==> src/rtl/lcsp_pkg.sv <==
// Shared types, command codes and the command decoder for the LCD command stream parser.
package lcsp_pkg;

    // Stream escape byte and command codes
    localparam logic [7:0] ESC_BYTE       = 8'd254;
    localparam logic [7:0] CMD_BL_ON      = 8'd66;
    localparam logic [7:0] CMD_BL_OFF     = 8'd70;
    localparam logic [7:0] CMD_CLEAR      = 8'd88;
    localparam logic [7:0] CMD_HOME       = 8'd72;
    localparam logic [7:0] CMD_POSITION   = 8'd71;
    localparam logic [7:0] CMD_UL_ON      = 8'd74;
    localparam logic [7:0] CMD_UL_OFF     = 8'd75;
    localparam logic [7:0] CMD_BLINK_ON   = 8'd83;
    localparam logic [7:0] CMD_BLINK_OFF  = 8'd84;
    localparam logic [7:0] CMD_BRIGHTNESS = 8'd152;
    localparam logic [7:0] CMD_CUSTOM     = 8'd78;
    localparam logic [7:0] CMD_EXIT       = 8'd154;

    // Parameter byte counts
    localparam logic [3:0] NPARAM_BL_ON   = 4'd1;
    localparam logic [3:0] NPARAM_POS     = 4'd2;
    localparam logic [3:0] NPARAM_BRIGHT  = 4'd1;
    localparam logic [3:0] NPARAM_CUSTOM  = 4'd9;

    // Custom character: address byte plus eight bitmap rows
    localparam int CG_BYTES = 9;

    // Host status codes
    localparam logic [1:0] HS_NONE    = 2'd0;
    localparam logic [1:0] HS_STOP    = 2'd1;
    localparam logic [1:0] HS_RESTART = 2'd2;

    // Display operation codes
    typedef enum logic [3:0] {
        OP_NONE       = 4'd0,
        OP_CHAR       = 4'd1,
        OP_BACKLIGHT  = 4'd2,
        OP_CLEAR      = 4'd3,
        OP_HOME       = 4'd4,
        OP_CURSOR_POS = 4'd5,
        OP_UNDERLINE  = 4'd6,
        OP_BLINK      = 4'd7,
        OP_CGRAM_ADDR = 4'd8,
        OP_RAM_DATA   = 4'd9
    } disp_op_t;

    // What to do once all parameter bytes are in
    typedef enum logic [1:0] {
        PEND_NONE,
        PEND_POS,
        PEND_CUSTOM
    } pend_t;

    // Controller states (parse mode plus result sequencing)
    typedef enum logic [2:0] {
        ST_TEXT,
        ST_CMD,
        ST_PARAMS,
        ST_POS_MUL,
        ST_POS_OUT,
        ST_CG_RD,
        ST_CG_OUT
    } state_t;

    // Output register source select
    typedef enum logic [1:0] {
        OSEL_CHAR,
        OSEL_CMD,
        OSEL_POS,
        OSEL_CG
    } out_sel_t;

    // Decoded command byte
    typedef struct packed {
        logic       emit;
        disp_op_t   op;
        logic [7:0] value;
        logic [1:0] status;
        logic       wait_params;
        logic [3:0] needed;
        pend_t      pend;
    } cmd_info_t;

    // Controller -> datapath
    typedef struct packed {
        logic     load_out;
        out_sel_t out_sel;
        logic     load_cmd;
        logic     load_param;
        logic     mult_en;
        logic     idx_clr;
        logic     idx_inc;
        logic     cg_read;
    } ctrl_cmd_t;

    // Datapath -> controller
    typedef struct packed {
        logic      is_escape;
        cmd_info_t info;
        logic      params_done;
        pend_t     pend;
        logic      idx_last;
        logic      out_free;
    } dp_stat_t;

    // Command byte decoder
    function automatic cmd_info_t decode_cmd(input logic [7:0] cmd_byte);
        cmd_info_t info;
        info.emit        = 1'b0;
        info.op          = OP_NONE;
        info.value       = 8'd0;
        info.status      = HS_NONE;
        info.wait_params = 1'b0;
        info.needed      = 4'd0;
        info.pend        = PEND_NONE;
        unique case (cmd_byte)
            CMD_BL_ON: begin
                info.emit        = 1'b1;
                info.op          = OP_BACKLIGHT;
                info.value       = 8'd1;
                info.wait_params = 1'b1;
                info.needed      = NPARAM_BL_ON;
            end
            CMD_BL_OFF: begin
                info.emit = 1'b1;
                info.op   = OP_BACKLIGHT;
            end
            CMD_CLEAR: begin
                info.emit = 1'b1;
                info.op   = OP_CLEAR;
            end
            CMD_HOME: begin
                info.emit = 1'b1;
                info.op   = OP_HOME;
            end
            CMD_POSITION: begin
                info.wait_params = 1'b1;
                info.needed      = NPARAM_POS;
                info.pend        = PEND_POS;
            end
            CMD_UL_ON: begin
                info.emit  = 1'b1;
                info.op    = OP_UNDERLINE;
                info.value = 8'd1;
            end
            CMD_UL_OFF: begin
                info.emit = 1'b1;
                info.op   = OP_UNDERLINE;
            end
            CMD_BLINK_ON: begin
                info.emit  = 1'b1;
                info.op    = OP_BLINK;
                info.value = 8'd1;
            end
            CMD_BLINK_OFF: begin
                info.emit = 1'b1;
                info.op   = OP_BLINK;
            end
            CMD_BRIGHTNESS: begin
                info.wait_params = 1'b1;
                info.needed      = NPARAM_BRIGHT;
            end
            CMD_CUSTOM: begin
                info.wait_params = 1'b1;
                info.needed      = NPARAM_CUSTOM;
                info.pend        = PEND_CUSTOM;
            end
            CMD_EXIT: begin
                info.emit   = 1'b1;
                info.status = HS_RESTART;
            end
            // unknown commands are dropped
            default: info.emit = 1'b0;
        endcase
        return info;
    endfunction

endpackage

==> src/rtl/lcsp_ctrl.sv <==
// Controller state machine: parse mode tracking and result sequencing.
module lcsp_ctrl (
    input  logic                 aclk,
    input  logic                 aresetn,
    input  logic                 s_tvalid,
    output logic                 s_tready,
    input  lcsp_pkg::dp_stat_t   stat,
    output lcsp_pkg::ctrl_cmd_t  ctrl
);

    lcsp_pkg::state_t state_reg;
    lcsp_pkg::state_t state_next;
    logic             accept;

    // Input beats are taken only in the parse states, and only with room at the output
    always_comb begin
        unique case (state_reg)
            lcsp_pkg::ST_TEXT,
            lcsp_pkg::ST_CMD,
            lcsp_pkg::ST_PARAMS: s_tready = stat.out_free;
            default:             s_tready = 1'b0;
        endcase
    end

    assign accept = s_tvalid && s_tready;

    // Next state
    always_comb begin
        state_next = state_reg;
        unique case (state_reg)
            lcsp_pkg::ST_TEXT: begin
                if (accept && stat.is_escape) state_next = lcsp_pkg::ST_CMD;
            end
            lcsp_pkg::ST_CMD: begin
                if (accept) begin
                    state_next = stat.info.wait_params ? lcsp_pkg::ST_PARAMS
                                                       : lcsp_pkg::ST_TEXT;
                end
            end
            lcsp_pkg::ST_PARAMS: begin
                if (accept && stat.params_done) begin
                    case (stat.pend)
                        lcsp_pkg::PEND_POS:    state_next = lcsp_pkg::ST_POS_MUL;
                        lcsp_pkg::PEND_CUSTOM: state_next = lcsp_pkg::ST_CG_RD;
                        default:               state_next = lcsp_pkg::ST_TEXT;
                    endcase
                end
            end
            lcsp_pkg::ST_POS_MUL: state_next = lcsp_pkg::ST_POS_OUT;
            lcsp_pkg::ST_POS_OUT: begin
                if (stat.out_free) state_next = lcsp_pkg::ST_TEXT;
            end
            lcsp_pkg::ST_CG_RD: state_next = lcsp_pkg::ST_CG_OUT;
            lcsp_pkg::ST_CG_OUT: begin
                if (stat.out_free) begin
                    state_next = stat.idx_last ? lcsp_pkg::ST_TEXT : lcsp_pkg::ST_CG_RD;
                end
            end
            default: state_next = lcsp_pkg::ST_TEXT;
        endcase
    end

    // Datapath commands
    always_comb begin
        ctrl = '0;
        ctrl.out_sel = lcsp_pkg::OSEL_CHAR;
        unique case (state_reg)
            lcsp_pkg::ST_TEXT: begin
                ctrl.load_out = accept && !stat.is_escape;
                ctrl.out_sel  = lcsp_pkg::OSEL_CHAR;
            end
            lcsp_pkg::ST_CMD: begin
                ctrl.load_out = accept && stat.info.emit;
                ctrl.out_sel  = lcsp_pkg::OSEL_CMD;
                ctrl.load_cmd = accept && stat.info.wait_params;
            end
            lcsp_pkg::ST_PARAMS: begin
                ctrl.load_param = accept;
                ctrl.idx_clr    = accept;
            end
            lcsp_pkg::ST_POS_MUL: begin
                ctrl.mult_en = 1'b1;
            end
            lcsp_pkg::ST_POS_OUT: begin
                ctrl.load_out = stat.out_free;
                ctrl.out_sel  = lcsp_pkg::OSEL_POS;
            end
            lcsp_pkg::ST_CG_RD: begin
                ctrl.cg_read = 1'b1;
            end
            lcsp_pkg::ST_CG_OUT: begin
                ctrl.cg_read  = 1'b1;
                ctrl.load_out = stat.out_free;
                ctrl.out_sel  = lcsp_pkg::OSEL_CG;
                ctrl.idx_inc  = stat.out_free;
            end
            default: ctrl.load_out = 1'b0;
        endcase
    end

    // State register
    always_ff @(posedge aclk) begin
        if (!aresetn) begin
            state_reg <= lcsp_pkg::ST_TEXT;
        end else begin
            state_reg <= state_next;
        end
    end

endmodule

==> src/rtl/lcsp_datapath.sv <==
// Datapath: config register, parameter store, cursor address math and output register.
module lcsp_datapath #(
    parameter int PARAM_SLOTS = 9
) (
    input  logic                 aclk,
    input  logic                 aresetn,
    input  logic                 cfg_wr_en,
    input  logic [5:0]           cfg_wr_data,
    input  logic [7:0]           rx_byte,
    input  lcsp_pkg::ctrl_cmd_t  ctrl,
    output lcsp_pkg::dp_stat_t   stat,
    input  logic                 out_ready,
    output logic                 out_valid,
    output logic [3:0]           out_op,
    output logic [7:0]           out_value,
    output logic [1:0]           out_status,
    output logic                 out_last
);

    localparam int SLOT_W = $clog2(PARAM_SLOTS);

    // Control state
    logic [5:0]            cols_reg;
    lcsp_pkg::pend_t       pend_reg;
    logic [3:0]            needed_reg;
    logic [3:0]            rcvd_reg;
    logic [SLOT_W-1:0]     idx_reg;
    logic                  out_valid_reg;

    // Payload
    logic [7:0]            param_mem [PARAM_SLOTS];
    logic [7:0]            rd_data_reg;
    logic [7:0]            row_reg;
    logic [7:0]            prod_reg;
    lcsp_pkg::disp_op_t    op_reg;
    logic [7:0]            value_reg;
    logic [1:0]            status_reg;
    logic                  last_reg;

    logic [3:0]            rcvd_inc;
    logic                  slot_ok;
    logic [SLOT_W-1:0]     rd_addr;
    logic [7:0]            row_m1;
    logic [7:0]            pos_addr;
    logic                  out_free;
    lcsp_pkg::cmd_info_t   info;

    lcsp_pkg::disp_op_t    op_next;
    logic [7:0]            value_next;
    logic [1:0]            status_next;
    logic                  last_next;

    assign info     = lcsp_pkg::decode_cmd(rx_byte);
    assign rcvd_inc = rcvd_reg + 4'd1;
    assign slot_ok  = 32'(rcvd_reg) < PARAM_SLOTS;
    assign rd_addr  = ctrl.cg_read ? idx_reg : '0;
    assign row_m1   = row_reg - 8'd1;
    assign pos_addr = prod_reg + rd_data_reg;
    assign out_free = !out_valid_reg || out_ready;

    // Status to the controller
    always_comb begin
        stat.is_escape   = (rx_byte == lcsp_pkg::ESC_BYTE);
        stat.info        = info;
        stat.params_done = (rcvd_inc >= needed_reg);
        stat.pend        = pend_reg;
        stat.idx_last    = (idx_reg == SLOT_W'(lcsp_pkg::CG_BYTES - 1));
        stat.out_free    = out_free;
    end

    // Config register and command bookkeeping
    always_ff @(posedge aclk) begin
        if (!aresetn) begin
            cols_reg   <= 6'd20;
            pend_reg   <= lcsp_pkg::PEND_NONE;
            needed_reg <= 4'd0;
            rcvd_reg   <= 4'd0;
            idx_reg    <= '0;
        end else begin
            if (cfg_wr_en) cols_reg <= cfg_wr_data;
            if (ctrl.load_cmd) begin
                pend_reg   <= info.pend;
                needed_reg <= info.needed;
                rcvd_reg   <= 4'd0;
            end else if (ctrl.load_param) begin
                rcvd_reg <= rcvd_inc;
            end
            if (ctrl.idx_clr) begin
                idx_reg <= '0;
            end else if (ctrl.idx_inc) begin
                idx_reg <= idx_reg + SLOT_W'(1);
            end
        end
    end

    // Parameter store: one write port, one registered read port
    always_ff @(posedge aclk) begin
        if (ctrl.load_param && slot_ok) param_mem[rcvd_reg[SLOT_W-1:0]] <= rx_byte;
        rd_data_reg <= param_mem[rd_addr];
    end

    // Cursor address: (row - 1) * columns, registered before the column add
    always_ff @(posedge aclk) begin
        if (ctrl.load_param) row_reg <= rx_byte;
        if (ctrl.mult_en) prod_reg <= 8'(row_m1 * {2'b00, cols_reg});
    end

    // Output source select
    always_comb begin
        case (ctrl.out_sel)
            lcsp_pkg::OSEL_CHAR: begin
                op_next     = lcsp_pkg::OP_CHAR;
                value_next  = rx_byte;
                status_next = lcsp_pkg::HS_NONE;
                last_next   = 1'b1;
            end
            lcsp_pkg::OSEL_CMD: begin
                op_next     = info.op;
                value_next  = info.value;
                status_next = info.status;
                last_next   = 1'b1;
            end
            lcsp_pkg::OSEL_POS: begin
                op_next     = lcsp_pkg::OP_CURSOR_POS;
                value_next  = pos_addr;
                status_next = (pos_addr == 8'd1) ? lcsp_pkg::HS_STOP : lcsp_pkg::HS_NONE;
                last_next   = 1'b1;
            end
            default: begin
                op_next     = (idx_reg == '0) ? lcsp_pkg::OP_CGRAM_ADDR
                                              : lcsp_pkg::OP_RAM_DATA;
                value_next  = rd_data_reg;
                status_next = lcsp_pkg::HS_NONE;
                last_next   = stat.idx_last;
            end
        endcase
    end

    // Output register
    always_ff @(posedge aclk) begin
        if (!aresetn) begin
            out_valid_reg <= 1'b0;
        end else if (ctrl.load_out) begin
            out_valid_reg <= 1'b1;
        end else if (out_ready) begin
            out_valid_reg <= 1'b0;
        end
    end

    always_ff @(posedge aclk) begin
        if (ctrl.load_out) begin
            op_reg     <= op_next;
            value_reg  <= value_next;
            status_reg <= status_next;
            last_reg   <= last_next;
        end
    end

    assign out_valid  = out_valid_reg;
    assign out_op     = op_reg;
    assign out_value  = value_reg;
    assign out_status = status_reg;
    assign out_last   = last_reg;

endmodule

==> src/rtl/lcd_command_stream_parser.sv <==
// Top level of the serial LCD command stream parser.
//
//  Channel  Dir  Ports                       Contents
//  s_       in   tvalid/tready/tdata[7:0]    rx_byte
//  m_       out  tvalid/tready/tdata[15:0]   op_value, host_status
//                tuser[3:0], tlast           display_op, last_of_run
//  cfg_     in   wr_en, wr_data[5:0]         columns_per_row
//
// Text and simple commands: one beat per cycle unless stalled, result in the next cycle.
// Position: the last parameter beat is followed by a multiply stage, then the add.
// Custom character: 9 result beats, each a parameter store read, then an output load.
// s_tready is low while position or custom-character results are produced, and whenever
// the output register holds a beat that m_tready does not take.
// Reset is synchronous, active low; no clearing pass is needed.
module lcd_command_stream_parser #(
    parameter int PARAM_SLOTS = 9
) (
    input  logic        aclk,
    input  logic        aresetn,
    input  logic        cfg_wr_en,
    input  logic [5:0]  cfg_wr_data,     // columns_per_row
    input  logic        s_tvalid,
    output logic        s_tready,
    input  logic [7:0]  s_tdata,         // [7:0] rx_byte
    output logic        m_tvalid,
    input  logic        m_tready,
    output logic [15:0] m_tdata,         // [7:0] op_value, [9:8] host_status, rest zero
    output logic [3:0]  m_tuser,         // [3:0] display_op
    output logic        m_tlast          // last_of_run
);

    lcsp_pkg::ctrl_cmd_t ctrl;
    lcsp_pkg::dp_stat_t  stat;
    logic [7:0]          op_value;
    logic [1:0]          host_status;

    lcsp_ctrl u_ctrl (
        .aclk     (aclk),
        .aresetn  (aresetn),
        .s_tvalid (s_tvalid),
        .s_tready (s_tready),
        .stat     (stat),
        .ctrl     (ctrl)
    );

    lcsp_datapath #(
        .PARAM_SLOTS (PARAM_SLOTS)
    ) u_datapath (
        .aclk        (aclk),
        .aresetn     (aresetn),
        .cfg_wr_en   (cfg_wr_en),
        .cfg_wr_data (cfg_wr_data),
        .rx_byte     (s_tdata),
        .ctrl        (ctrl),
        .stat        (stat),
        .out_ready   (m_tready),
        .out_valid   (m_tvalid),
        .out_op      (m_tuser),
        .out_value   (op_value),
        .out_status  (host_status),
        .out_last    (m_tlast)
    );

    assign m_tdata = {6'd0, host_status, op_value};

endmodule

==> config.mk <==
export PLATFORM = sky130hd
export DESIGN_NAME = lcd_command_stream_parser
export DESIGN_NICKNAME = d
export VERILOG_FILES = /design/src/rtl/lcsp_pkg.sv /design/src/rtl/lcsp_ctrl.sv /design/src/rtl/lcsp_datapath.sv /design/src/rtl/lcd_command_stream_parser.sv
export SDC_FILE = /design/constraint.sdc
export NUM_CORES = 1
export LEC_CHECK = 0
export BUFFER_PORTS_ARGS = -buffer_cell sky130_fd_sc_hd__buf_2
export CAP_MARGIN = 20
export CORE_MARGIN = 3
export CORE_UTILIZATION = 50
export DETAILED_ROUTE_END_ITERATION = 7
export GPL_TIMING_DRIVEN = 0
export PLACE_DENSITY = 0.66
export SLEW_MARGIN = 20
export SYNTH_ARGS = -nofsm -noshare
export SYNTH_HDL_FRONTEND = slang
export SYNTH_SLANG_ARGS = --single-unit
==> constraint.sdc <==
create_clock -name aclk -period 5.3 [get_ports aclk]
set_input_delay 0.795 -clock aclk [delete_from_list [all_inputs] [get_ports aclk]]
set_output_delay 0.795 -clock aclk [all_outputs]
set_load 0.05 [all_outputs]
==> impl_metrics.tcl <==
set metrics [dict create \
    status "completed" \
    endpoint_kind "register" \
    rsz0062_at_grt "false" \
    die_x_um 124 \
    synthCells 624 \
    cts_tree "done" \
    holdCritStartpoint "u_datapath.needed_reg[1]$_SDFFE_PN0P_" \
    async_flop_share_pct 0 \
    vias_per_cell 5.54 \
    num_vias 4824 \
    p_clk_share_pct 45.1 \
    drt_first_iter_violations 361 \
    finalSetupViolations 0 \
    h-tree-depth 4 \
    initial_core_util_pct 51.9 \
    cts_buffers 17 \
    finalClockSkew_ns 0.00564 \
    ant_nets 0 \
    holdPathStages 2 \
    critPathKind "reg2reg" \
    antenna_found_initial 0 \
    setup-tns-final_ns 0 \
    gr-total-overflow 0 \
    final_core_util_pct 59.5 \
    clock-root-buffer "clkbuf_16" \
    wl_per_cell_um 17.8 \
    grt_max_degree 18 \
    r2r_cells 16 \
    p_total_mw 2.62 \
    whs_ns 0.464 \
    synth_area_leaders "edfxtp_1, dfxtp_1, ha_1" \
    final.fill_count 1120 \
    multi_input_area_sq_um 3040 \
    leakage_nw 3.10 \
    worst_pin_slew_ns 0.761 \
    worst-path-buf-inv 3 \
    hold_buffers 0 \
    clock_sinks 133 \
    hold_path_class "reg2reg" \
    slowest_stage "fa_1" \
    grt_usage_pct 21.8 \
    clock_latency_ns 0.42 \
    power.density_nw_per_um2 328 \
    timing.rr.end "u_datapath.prod_reg[7]$_DFFE_PP_" \
    ys_ff_latch 133 \
    drtPass1Iterations 5 \
    dp_cells 839 \
    switching_share_pct 24.8 \
    design.core.area_sq_um 13400 \
    worstPathMaxFanout 7 \
    num_io_pins 42 \
    hold_viol_final 0 \
    clockBufferDepth 2 \
    required_ns 5.47 \
    ff2ff_setup_slack_ns 0.71 \
    die_area_sq_um 15400 \
    synth.avg_cell_area_sq_um 11.1 \
    ir_worst_vdd_v 0.000240 \
    gp_congestion 0.918 \
    crit_family "adder cells" \
    reg2reg_from "u_datapath.row_reg[0]$_DFFE_PP_" \
    synthFlopType "edfxtp_1" \
    seqCellArea_sq_um 3690 \
    maxCapViolations 0 \
    start_kind "register" \
    yosysSeqAreaShare_pct 53.1 \
    syn-cell-area_sq_um 6960 \
    final_cells 871 \
    fin_ws_ns 0.714 \
    slew_viol_final 0 \
    rows 42 \
    worstPathArrival_ns 4.76 \
    min_to "u_datapath.needed_reg[1]$_SDFFE_PN0P_" \
    final_cell_mix "edfxtp_1, nand2_1, nor2_1" \
    crit_chain "inv_1 > ha_1 > nor3b_1 > xor2_1 > and2_1 > fa_1 > inv_1 > fa_1 > fa_1 > inv_1 > ha_1 > a21o_1 > a21oi_1 > xnor2_1 > xnor2_1 > xnor2_1" \
    switchingPower_uw 648 \
    p_seq_share_pct 44.5 \
    grt_pass1_vias 4872 \
    clk_pin_slew_ns 0.06 \
    dp_slack_ns 0.745 \
    relSlewSlack_pct 49.0 \
    slowest_delay_ns 0.54 \
    totalWireLength_um 15500 \
    final.period_utilization_pct 86.5 \
    drc 0 \
    hpwl_um 10900 \
    yosysTopAreaCellShare_pct 44.5 \
    cts_setup_buffers 0 \
    fmax_mhz 218 \
    synth_top_cell_by_area "edfxtp_1" \
    pwr-share-comb_pct 10.5 \
    numPortBuffers 34 \
    antennaDiodeCount 0 \
    final_layout_size_suffix_gt1_share_pct 13.7 \
    syn_to_final_growth_pct 14.7 \
    die_h_um 124 \
    power.internal_mw 1.97 \
    grt_first_pass_wirelength_um 25000 \
    place_area_sq_um 7370 \
    cts_resized 0 \
    fin_nets 747 \
    final_common_cell "edfxtp_1" \
    min_period_ns 4.59 \
    largest_reg_flops 72 \
    fin_area_sq_um 7980 \
    synth_edf_count 103 \
    synthDistinctLibCells 63 \
    synth_warnings 0 \
]
==> synth_stat cells (5+ instances only) <==
library cell / n
o221ai_1: 8
inv_1: 28
nor2b_1: 20
and2_1: 17
a31oi_1: 10
xnor2_1: 19
mux2i_1: 7
a221oi_1: 5
edfxtp_1: 103
ha_1: 32
nor3_1: 5
nand2_1: 89
nand3_1: 28
clkbuf_1: 17
nand3b_1: 6
dfxtp_1: 30
fa_1: 14
buf_4: 6
a21o_1: 6
o21ai_0: 8
nand2b_1: 7
mux2_2: 8
a21oi_1: 34
xor2_1: 12
nor2_1: 42
==> power by group through the flow <==
stage	registers [mW]	clock network, mW	logic (mW)
finish	1.16	1.18	0.274
global route	1.17	1.24	0.305
CTS	1.16	1.19	0.276
detailed placement	1.19	0	0.273
global placement	1.19	0	0.268
floorplan	1.22	0	0.164
==> worst max-delay path by stage <==
stage | startpoint | to | slack, ns | cells after the start
2_1_floorplan | u_datapath.row_reg[0]$_DFFE_PP_ | u_datapath.prod_reg[7]$_DFFE_PP_ | 1.18 | 16
3_3_place_gp | u_datapath.row_reg[0]$_DFFE_PP_ | u_datapath.prod_reg[7]$_DFFE_PP_ | 0.81 | 16
3_5_place_dp | u_datapath.row_reg[0]$_DFFE_PP_ | u_datapath.prod_reg[7]$_DFFE_PP_ | 0.75 | 16
4_1_cts | u_datapath.row_reg[0]$_DFFE_PP_ | u_datapath.prod_reg[7]$_DFFE_PP_ | 0.71 | 16
5_1_grt | u_datapath.row_reg[0]$_DFFE_PP_ | u_datapath.prod_reg[7]$_DFFE_PP_ | 0.42 | 16
6_report | u_datapath.row_reg[0]$_DFFE_PP_ | u_datapath.prod_reg[7]$_DFFE_PP_ | 0.71 | 16
==> worst min-delay path, stage by stage (launching register included) <==
cell and delay [ns]:
dfxtp_1 0.31, nand2_1 0.05, a21boi_1 0.06
==> cells by family (layout without fill, tap and decap cells) <==
family | after synthesis | after routing | share of synthesized area, %
adder cells (fa/ha/maj) | 46 | 46 | 9.78
buffers and inverters | 58 | 124 | 3.61
AND/OR/NAND/NOR | 243 | 243 | 17.6
other | 1 | 6 | 0.0539
multiplexers | 15 | 15 | 2.30
AO/OA/AOI/OAI | 95 | 95 | 8.97
flip-flops | 133 | 133 | 53.1
XOR/XNOR | 33 | 33 | 4.55
==> layer usage <==
| layer | share of wire [%] | routed length (um) | global-route usage [%] | vias to the layer above |
|---|---|---|---|---|
| met5 | 0 | 0 | 0 | - |
| met4 | 1.8 | 274 | 7.05 | 0 |
| met3 | 5.9 | 908 | 5.59 | 27 |
| met2 | 46 | 7100 | 34.1 | 148 |
| met1 | 46 | 7200 | 30.1 | 2313 |
| li1 | - | - | - | 2336 |
==> final cells by class <==
type | count | area share, %
multi-input combinational | 438 | 38.1
buffer | 29 | 1.79
inverter | 29 | 1.36
clock inverter | 11 | 1.38
timing repair buffer | 34 | 2.13
clock buffer | 21 | 6.18
tap | 176 | 2.76
sequential | 133 | 46.3
Note: power is estimated with default switching activity, not from simulation.
